**src/ngf_pkg.sv**
```systemverilog
// Shared types and constants for the pairwise gravity force core.
// Used by ngf_alu and the top level; depends on nothing.
package ngf_pkg;

  localparam int unsigned ALU_W    = 128;  // operand and result width of the shared unit
  localparam int unsigned DEN_W    = 67;   // divisor / second operand width
  localparam int unsigned MUL_BITS = 34;   // multiplier bits consumed by a multiply
  localparam int unsigned DIV_BITS = 128;  // quotient bits produced by a divide
  localparam int unsigned SQ_BITS  = 33;   // root bits produced by a square root
  localparam int unsigned CNT_W    = 8;

  typedef enum logic [1:0] {
    ALU_MUL,
    ALU_DIV,
    ALU_SQRT
  } alu_op_t;

  typedef struct packed {
    logic    start;
    alu_op_t op;
  } alu_req_t;

endpackage

```
**src/ngf_alu.sv**
```systemverilog
// Shared bit-serial arithmetic unit: shift-add multiply, restoring divide,
// digit-by-digit square root. Depends on ngf_pkg.
module ngf_alu import ngf_pkg::*; (
  input  logic                clk,
  input  logic                rst,
  input  alu_req_t            req,
  input  logic [ALU_W-1:0]    opa,
  input  logic [DEN_W-1:0]    opb,
  output logic                busy,
  output logic                done,
  output logic [ALU_W-1:0]    result
);

  alu_op_t            op;
  logic [ALU_W-1:0]   x;
  logic [ALU_W-1:0]   acc;
  logic [DEN_W-1:0]   rem;
  logic [DEN_W-1:0]   y;
  logic [CNT_W-1:0]   cnt;

  logic [DEN_W-1:0]   div_sh;
  logic               div_ge;
  logic [DEN_W-1:0]   sq_sh;
  logic [DEN_W-1:0]   sq_trial;
  logic               sq_ge;

  assign div_sh   = {rem[DEN_W-2:0], x[ALU_W-1]};
  assign div_ge   = div_sh >= y;
  assign sq_sh    = {rem[DEN_W-3:0], x[ALU_W-1:ALU_W-2]};
  assign sq_trial = {acc[DEN_W-3:0], 2'b01};
  assign sq_ge    = sq_sh >= sq_trial;

  always_comb begin
    unique case (op)
      ALU_DIV: result = x;
      default: result = acc;
    endcase
  end

  always_ff @(posedge clk) begin
    if (rst) begin
      busy <= 1'b0;
      done <= 1'b0;
    end else begin
      done <= 1'b0;
      if (req.start && !busy) begin
        busy <= 1'b1;
        op   <= req.op;
        rem  <= '0;
        acc  <= '0;
        y    <= opb;
        unique case (req.op)
          ALU_MUL: begin
            x   <= opa;
            cnt <= CNT_W'(MUL_BITS);
          end
          ALU_DIV: begin
            x   <= opa;
            cnt <= CNT_W'(DIV_BITS);
          end
          default: begin
            // align the 66-bit radicand to the top of the shifter
            x   <= {opa[2*SQ_BITS-1:0], {(ALU_W-2*SQ_BITS){1'b0}}};
            cnt <= CNT_W'(SQ_BITS);
          end
        endcase
      end else if (busy) begin
        unique case (op)
          ALU_MUL: begin
            if (y[0]) acc <= acc + x;
            x <= {x[ALU_W-2:0], 1'b0};
            y <= {1'b0, y[DEN_W-1:1]};
          end
          ALU_DIV: begin
            rem <= div_ge ? div_sh - y : div_sh;
            x   <= {x[ALU_W-2:0], div_ge};
          end
          default: begin
            rem <= sq_ge ? sq_sh - sq_trial : sq_sh;
            acc <= {acc[ALU_W-2:0], sq_ge};
            x   <= {x[ALU_W-3:0], 2'b00};
          end
        endcase
        cnt <= cnt - 1'b1;
        if (cnt == CNT_W'(1)) begin
          busy <= 1'b0;
          done <= 1'b1;
        end
      end
    end
  end

  a_done_idle: assert property (@(posedge clk) disable iff (rst) done |-> !busy)
    else $error("done raised while still busy");
  a_start_once: assert property (@(posedge clk) disable iff (rst)
    (req.start && !busy) |=> busy)
    else $error("start not taken");
  a_cnt_live: assert property (@(posedge clk) disable iff (rst)
    busy |-> cnt != '0)
    else $error("busy with empty step count");

endmodule

```
**config.mk**
```make
export PLATFORM = sky130hd
export DESIGN_NAME = ngf_alu
export DESIGN_NICKNAME = d
export VERILOG_FILES = /design/src/ngf_pkg.sv /design/src/ngf_alu.sv
export SDC_FILE = /design/constraint.sdc
export NUM_CORES = 2
export LEC_CHECK = 0
export BUFFER_PORTS_ARGS = -buffer_cell sky130_fd_sc_hd__buf_2
export CORE_ASPECT_RATIO = 0.9
export CORE_MARGIN = 2
export CORE_UTILIZATION = 55
export CTS_CLUSTER_SIZE = 40
export DETAILED_ROUTE_END_ITERATION = 8
export GPL_ROUTABILITY_DRIVEN = 0
export HOLD_SLACK_MARGIN = 0.03
export PLACE_DENSITY = 0.71
export SETUP_SLACK_MARGIN = 0.1
export SYNTH_ARGS = -nofsm -noshare
export SYNTH_HDL_FRONTEND = slang
export SYNTH_SLANG_ARGS = --single-unit
```
**constraint.sdc**
```tcl
create_clock -name clk -period 9.7 [get_ports clk]
set_clock_uncertainty 0.15 [all_clocks]
set_input_delay 0.97 -clock clk [delete_from_list [all_inputs] [get_ports clk]]
set_output_delay 0.97 -clock clk [all_outputs]
set_load 0.01 [all_outputs]
```
# --- Yosys cells after proc, flatten, opt, wreduce, memory -nomap -nowiden ---
# Cells that the tools add are included.
word_totals:
  register_bits: 401
  latch_bits: 0
  mem_bits_rw: 0
  rom_bits: 0
  input_bits: 200
  output_inout_bits: 130
  word_cells: 57
  n_memories: 0
op_classes:
  n_addsub: 4
  multipliers: 0
  div_mod_pow: 0
  magnitude_cmp: 2
  n_eq_ne: 6
  n_shift: 0
  mux: 22
  n_bitwise: 2
  reduce_logical: 13
ops:
  columns: ["op", "count"]
  rows:
  - ["$mux W128", 6]
  - ["$pmux W128 S2", 2]
  - ["$mux W67", 3]
  - ["$mux W66", 3]
  - ["$ge A67 B67 Y1", 2]
  - ["$pmux W66 S2", 1]
  - ["$sub A66 B66 Y66", 2]
  - ["$add A128 B128 Y128", 1]
  - ["$mux W8", 2]
  - ["$pmux W8 S2", 1]
  - ["$eq A8 B1 Y1 const B", 1]
  - ["$sub A8 B1 Y8 const B", 1]
  - ["$reduce_and A3 Y1", 2]
  - ["$eq A2 B1 Y1 const B", 2]
  - ["$logic_not A2 Y1", 2]
  - ["$mux W1", 4]
  - ["$ne A2 B2 Y1 const B", 2]
  - ["$reduce_and A2 Y1", 2]
  - ["$reduce_and A4 Y1", 1]
  - ["$reduce_bool A2 Y1", 2]
  - ["$ne A3 B3 Y1 const B", 1]
  - ["$reduce_or A3 Y1", 1]
  - ["$not A1 Y1", 2]
  - ["$reduce_or A2 Y1", 1]
  - ["other kinds (2)", 2]

# --- Logic depth before layout (Yosys ltp) ---
logic_depth:
  depth_word: 4
  ltp_mapped: 16
  ltp_nobuf: 14

# --- Worst setup path after synthesis ---
# No wires, ideal clock.
synth_path:
  path_kind: "flip-flop to flip-flop"
  from: "register op[1]"
  to: "register acc[0], enable pin"
  setup_time_ns: 0.657
  arrival_time_ns: 7.828
  t_required_ns: 8.893
  setup_slack_ns: 1.064
  path_stages_with_launch: 7
  n_path_buf: 4
  path_cell_list: "edfxtp_1 -> clkbuf_1 -> clkbuf_1 -> clkbuf_1 -> clkbuf_1 -> a21oi_1 -> a21oi_1"
synth_via:
  elab_chain_len: 3
  word_cells_on_any_way: 5
  classes_between: "eq/ne: 3; reduce/logical: 2"
synth_rtl:
  columns: ["item", "line", "source"]
  rows:
  - ["from (decl)", "ngf_alu.sv:14", "alu_op_t op;"]
  - ["from (signal assigned)", "ngf_alu.sv:48", "op <= req.op;"]
  - ["$eq A2 B1 Y1 or $logic_not A2 Y1 (tied branches)", "ngf_alu.sv:68", "unique case (op)"]
  - ["$ne A2 B2 Y1 (no source line) or $ne A3 B3 Y1 (tied branches)", null, null]
  - ["$reduce_and A4 Y1 (no source line) *", null, null]
  - ["to (signal assigned)", "ngf_alu.sv:70", "if (y[0]) acc <= acc + x;"]
  - ["to (signal assigned)", "ngf_alu.sv:80", "acc <= {acc[ALU_W-2:0], sq_ge};"]
  - ["to (decl)", "ngf_alu.sv:16", "logic [ALU_W-1:0] acc;"]
# Mark *: on every way between the ends. The rest lies on a longest branch, timed or not.
# A chain may end at the register's enable or synchronous reset.

# --- Final worst setup path ---
layout_path:
  from: "register op[1]"
  to: "output port result[36]"
layout_via:
  elab_chain_len: 2
layout_rtl:
  columns: ["item", "line", "source"]
  rows:
  - ["$eq A2 B1 Y1", "ngf_alu.sv:34", "unique case (op)"]
  - ["$mux W128", "ngf_alu.sv:34", null]
  - ["to (decl)", "ngf_alu.sv:11", "output logic [ALU_W-1:0] result"]
# No other way between the ends.

==> flow_summary.ini <==
[outcome]
status = finished, final reports clean

[sta]
worst_slew_pin_slew_ns = 1.23
finalSetupViolCount = 0
max_slew_margin_pct = 18.1
finalSetupTns_ns = 0
hold_viol = 0
finalCritPeriodShare_pct = 55.3
drv_slew = 0
setup_ws_ns = 4.33
rsz0062_at_grt = no
max_freq_mhz = 186
fin_crit_ns = 5.37

[logic_synthesis]
syn-mean-instance-area_sq_um = 8.00
ys.flop_type = edfxtp_1
synth_compound_area_share_pct = 26.6
synthCells = 4828
ys_types = 93
syn-num-nets = 5293
async_flop_share_pct = 0
synthAdderAreaFrac_pct = 8.63
yosys.area_share.simple_pct = 19.4
synth_xor_area_share_pct = 5.08
synth_edf_count = 399
synth_mux_area_share_pct = 3.68
seq_area_frac_synth_pct = 31.1
ys_ff_latch = 401
syn_area_sq_mm = 0.0386
synth_top_family_by_area = compound AO/OA/AOI/OAI gates
yosysWarnings = 0

[detailed_routing]
wl_um = 135000
routedWlPerCell_um = 23.0
num_vias = 38579
ant_nets = 0
first_pass_iters = 6
drt_iter0_markers = 4920
vias_per_cell = 6.55
drc = 0

[worst_setup_path]
crit_top_cell = buf_4
cp.required_ns = 8.58
cp-start-kind = flop
arrival_ns = 4.25
r2r_start = x[0]
crit_chain = buf_4 > nor2_4 > buf_4 > buf_4 > o21ai_0 > buf_2
crit_path_max_incr_delay_ns = 1.03
cp_max_fo = 122
crit_path_end_kind = output port
crit_start = op[1]
critPathBufInv = 4
critPathTopFamily = buffers and inverters
crit_type = flop to output port
critPathSlowestCell = buf_4

[placement]
portBuffers = 329
placed_cell_area_sq_mm = 0.0404
hpwl_um = 103000
placedCellCount = 5801
pre_cts_slack_ns = 4.84

[finish]
fin_cells = 5893
layout-drive-gt1-share_pct = 10.0
fin_util_pct = 60.4
design_area_sq_mm = 0.0421
final_common_cell = nand2_1
nets = 5377
areaGrowthSynthToFinish_pct = 9.07
layout_common_cells = nand2_1, a21oi_1, o21ai_0

[cts]
cts_hold_buf = 0
cts_resized = 0
post_cts_buffers = 0
cts_tree = done
cts_buffers = 49
cts.htree.levels = 2
clockBufferDepth = 3
clock_sinks = 401
insertion_delay_ns = 0.62
cts-root-buf = clkbuf_16
path_clk_slew_ns = 0.06

[global_routing]
grt-ovfl-total = 0
antenna_found_initial = 7
grt_max_degree = 193
track_usage_pct = 35.9
grt_pass1_wl_um = 206000
grt_pass1_vias = 35233

[die]
pin_count = 330
core_area_sq_mm = 0.0698
rows = 92
dieArea_sq_mm = 0.0723
die-width_um = 283
die_y_um = 255
start_util_pct = 55.4

[hold_path]
hp-start = cnt[6]
worstHoldPathType = flop to flop

[run]
drv_cap = 0

[power]
ir_worst_vdd_uv = 131
power_density_mw_per_mm2 = 163
p_leak_uw = 0.0174
## flip-flops by register name, summed over array words and instances, names as in the netlist
signal  count
acc       128
busy        1
cnt         8
done        1
op          2
rem        66
x         128
y          67
## logic make-up (layout without fill, tap and decap cells)
group           count (synthesis)  after routing
compound gates               1652           1652
simple gates                 1610           1610
buf+inv                       534            658
flops                         401            401
fa+ha+maj                     265            265
xor+xnor                      224            224
mux                           142            142
other cells                     0              1
## worst register-to-register path: stages, from the launching register on
cell       delay (ns)
edfxtp_1         0.41
ha_1             0.20
inv_1            0.06
fa_1             0.40
nor2b_1          0.22
o211ai_1         0.20
a21oi_1          0.24
o22ai_1          0.26
o21ai_0          0.47
a21oi_1          0.27
o21ai_0          0.42
nand4_1          0.33
a2111oi_0        0.80
o21ai_0          0.16
a32o_1           0.28
## area by class of cell
cell class / count / area [sq um]
Clock buffer: 56 / 1290
Antenna cell: 1 / 2.50
Inverter: 210 / 793
Multi-Input combinational cell: 3893 / 24500
Clock inverter: 35 / 394
Tap cell: 940 / 1180
Timing Repair Buffer: 357 / 1890
Sequential cell: 401 / 12000
Fill cell: 6360 / 27600
## layer usage
| metal | track usage, % | share of wire (%) | wire, um | vias up |
|---|---|---|---|---|
| met2 | 53.1 | 42 | 57300 | 2247 |
| li1 | - | - | - | 17911 |
| met4 | 11.4 | 3.5 | 4670 | 6 |
| met5 | 0 | 0.025 | 34 | - |
| met1 | 51.2 | 42 | 56600 | 18138 |
| met3 | 9.14 | 12 | 16700 | 277 |
## through the flow
step | hold slack [ns] | power (uW)
floorplan | 0.314 | 4090
global placement | 0.356 | 4760
detailed placement | 0.364 | 4790
CTS | 0.376 | 6790
global route | 0.399 | 7170
finish | 0.374 | 6860
## Yosys cell counts (7+ instances only)
cell	count	share of area, %
o211a_1	7	0.18
edfxtp_1	399	31
buf_2	25	0.32
o31ai_1	17	0.33
nand2b_1	26	0.42
a31o_2	8	0.18
and4_1	9	0.20
o21ai_0	435	5.6
nor2b_1	94	1.5
ha_1	263	8.5
a21boi_0	24	0.47
nor2_1	252	2.4
a211oi_1	132	2.6
or3_1	26	0.42
xnor2_1	136	3.1
clkbuf_1	250	2.4
a221oi_1	17	0.39
and3_1	33	0.53
a311oi_1	32	0.73
or2_2	9	0.15
a21oi_1	516	6.7
inv_1	210	2.0
o21a_1	40	0.78
buf_4	10	0.19
nand3_1	54	0.70
nand4_1	120	1.9
o21ai_1	11	0.14
xor2_1	88	2.0
nor4_1	20	0.32
a31oi_1	39	0.63
o22ai_1	18	0.29
nand3b_1	70	1.4
o211ai_1	28	0.54
a21o_1	151	2.9
o21bai_1	71	1.4
buf_1	29	0.28
and2_1	22	0.36
nor3_1	62	0.80
nand2_1	792	7.7
mux2i_1	141	3.7
## final timing paths
| kind | endpoint | slack (ns) | cells after the start |
|---|---|---|---|
| worst max-delay path | result[36] | 4.33 | 6 |
| worst max register to register | acc[74] | 4.58 | 14 |
| worst min register to register | done | 0.37 | 1 |
| worst min-delay path | done | 0.37 | 1 |
## report_power, final
part / switching, uW / internal [uW]
sequential: 165 / 2110
clock: 834 / 1170
combinational: 1630 / 948
total: 2630 / 4230
(Power assumes the default switching activity.)
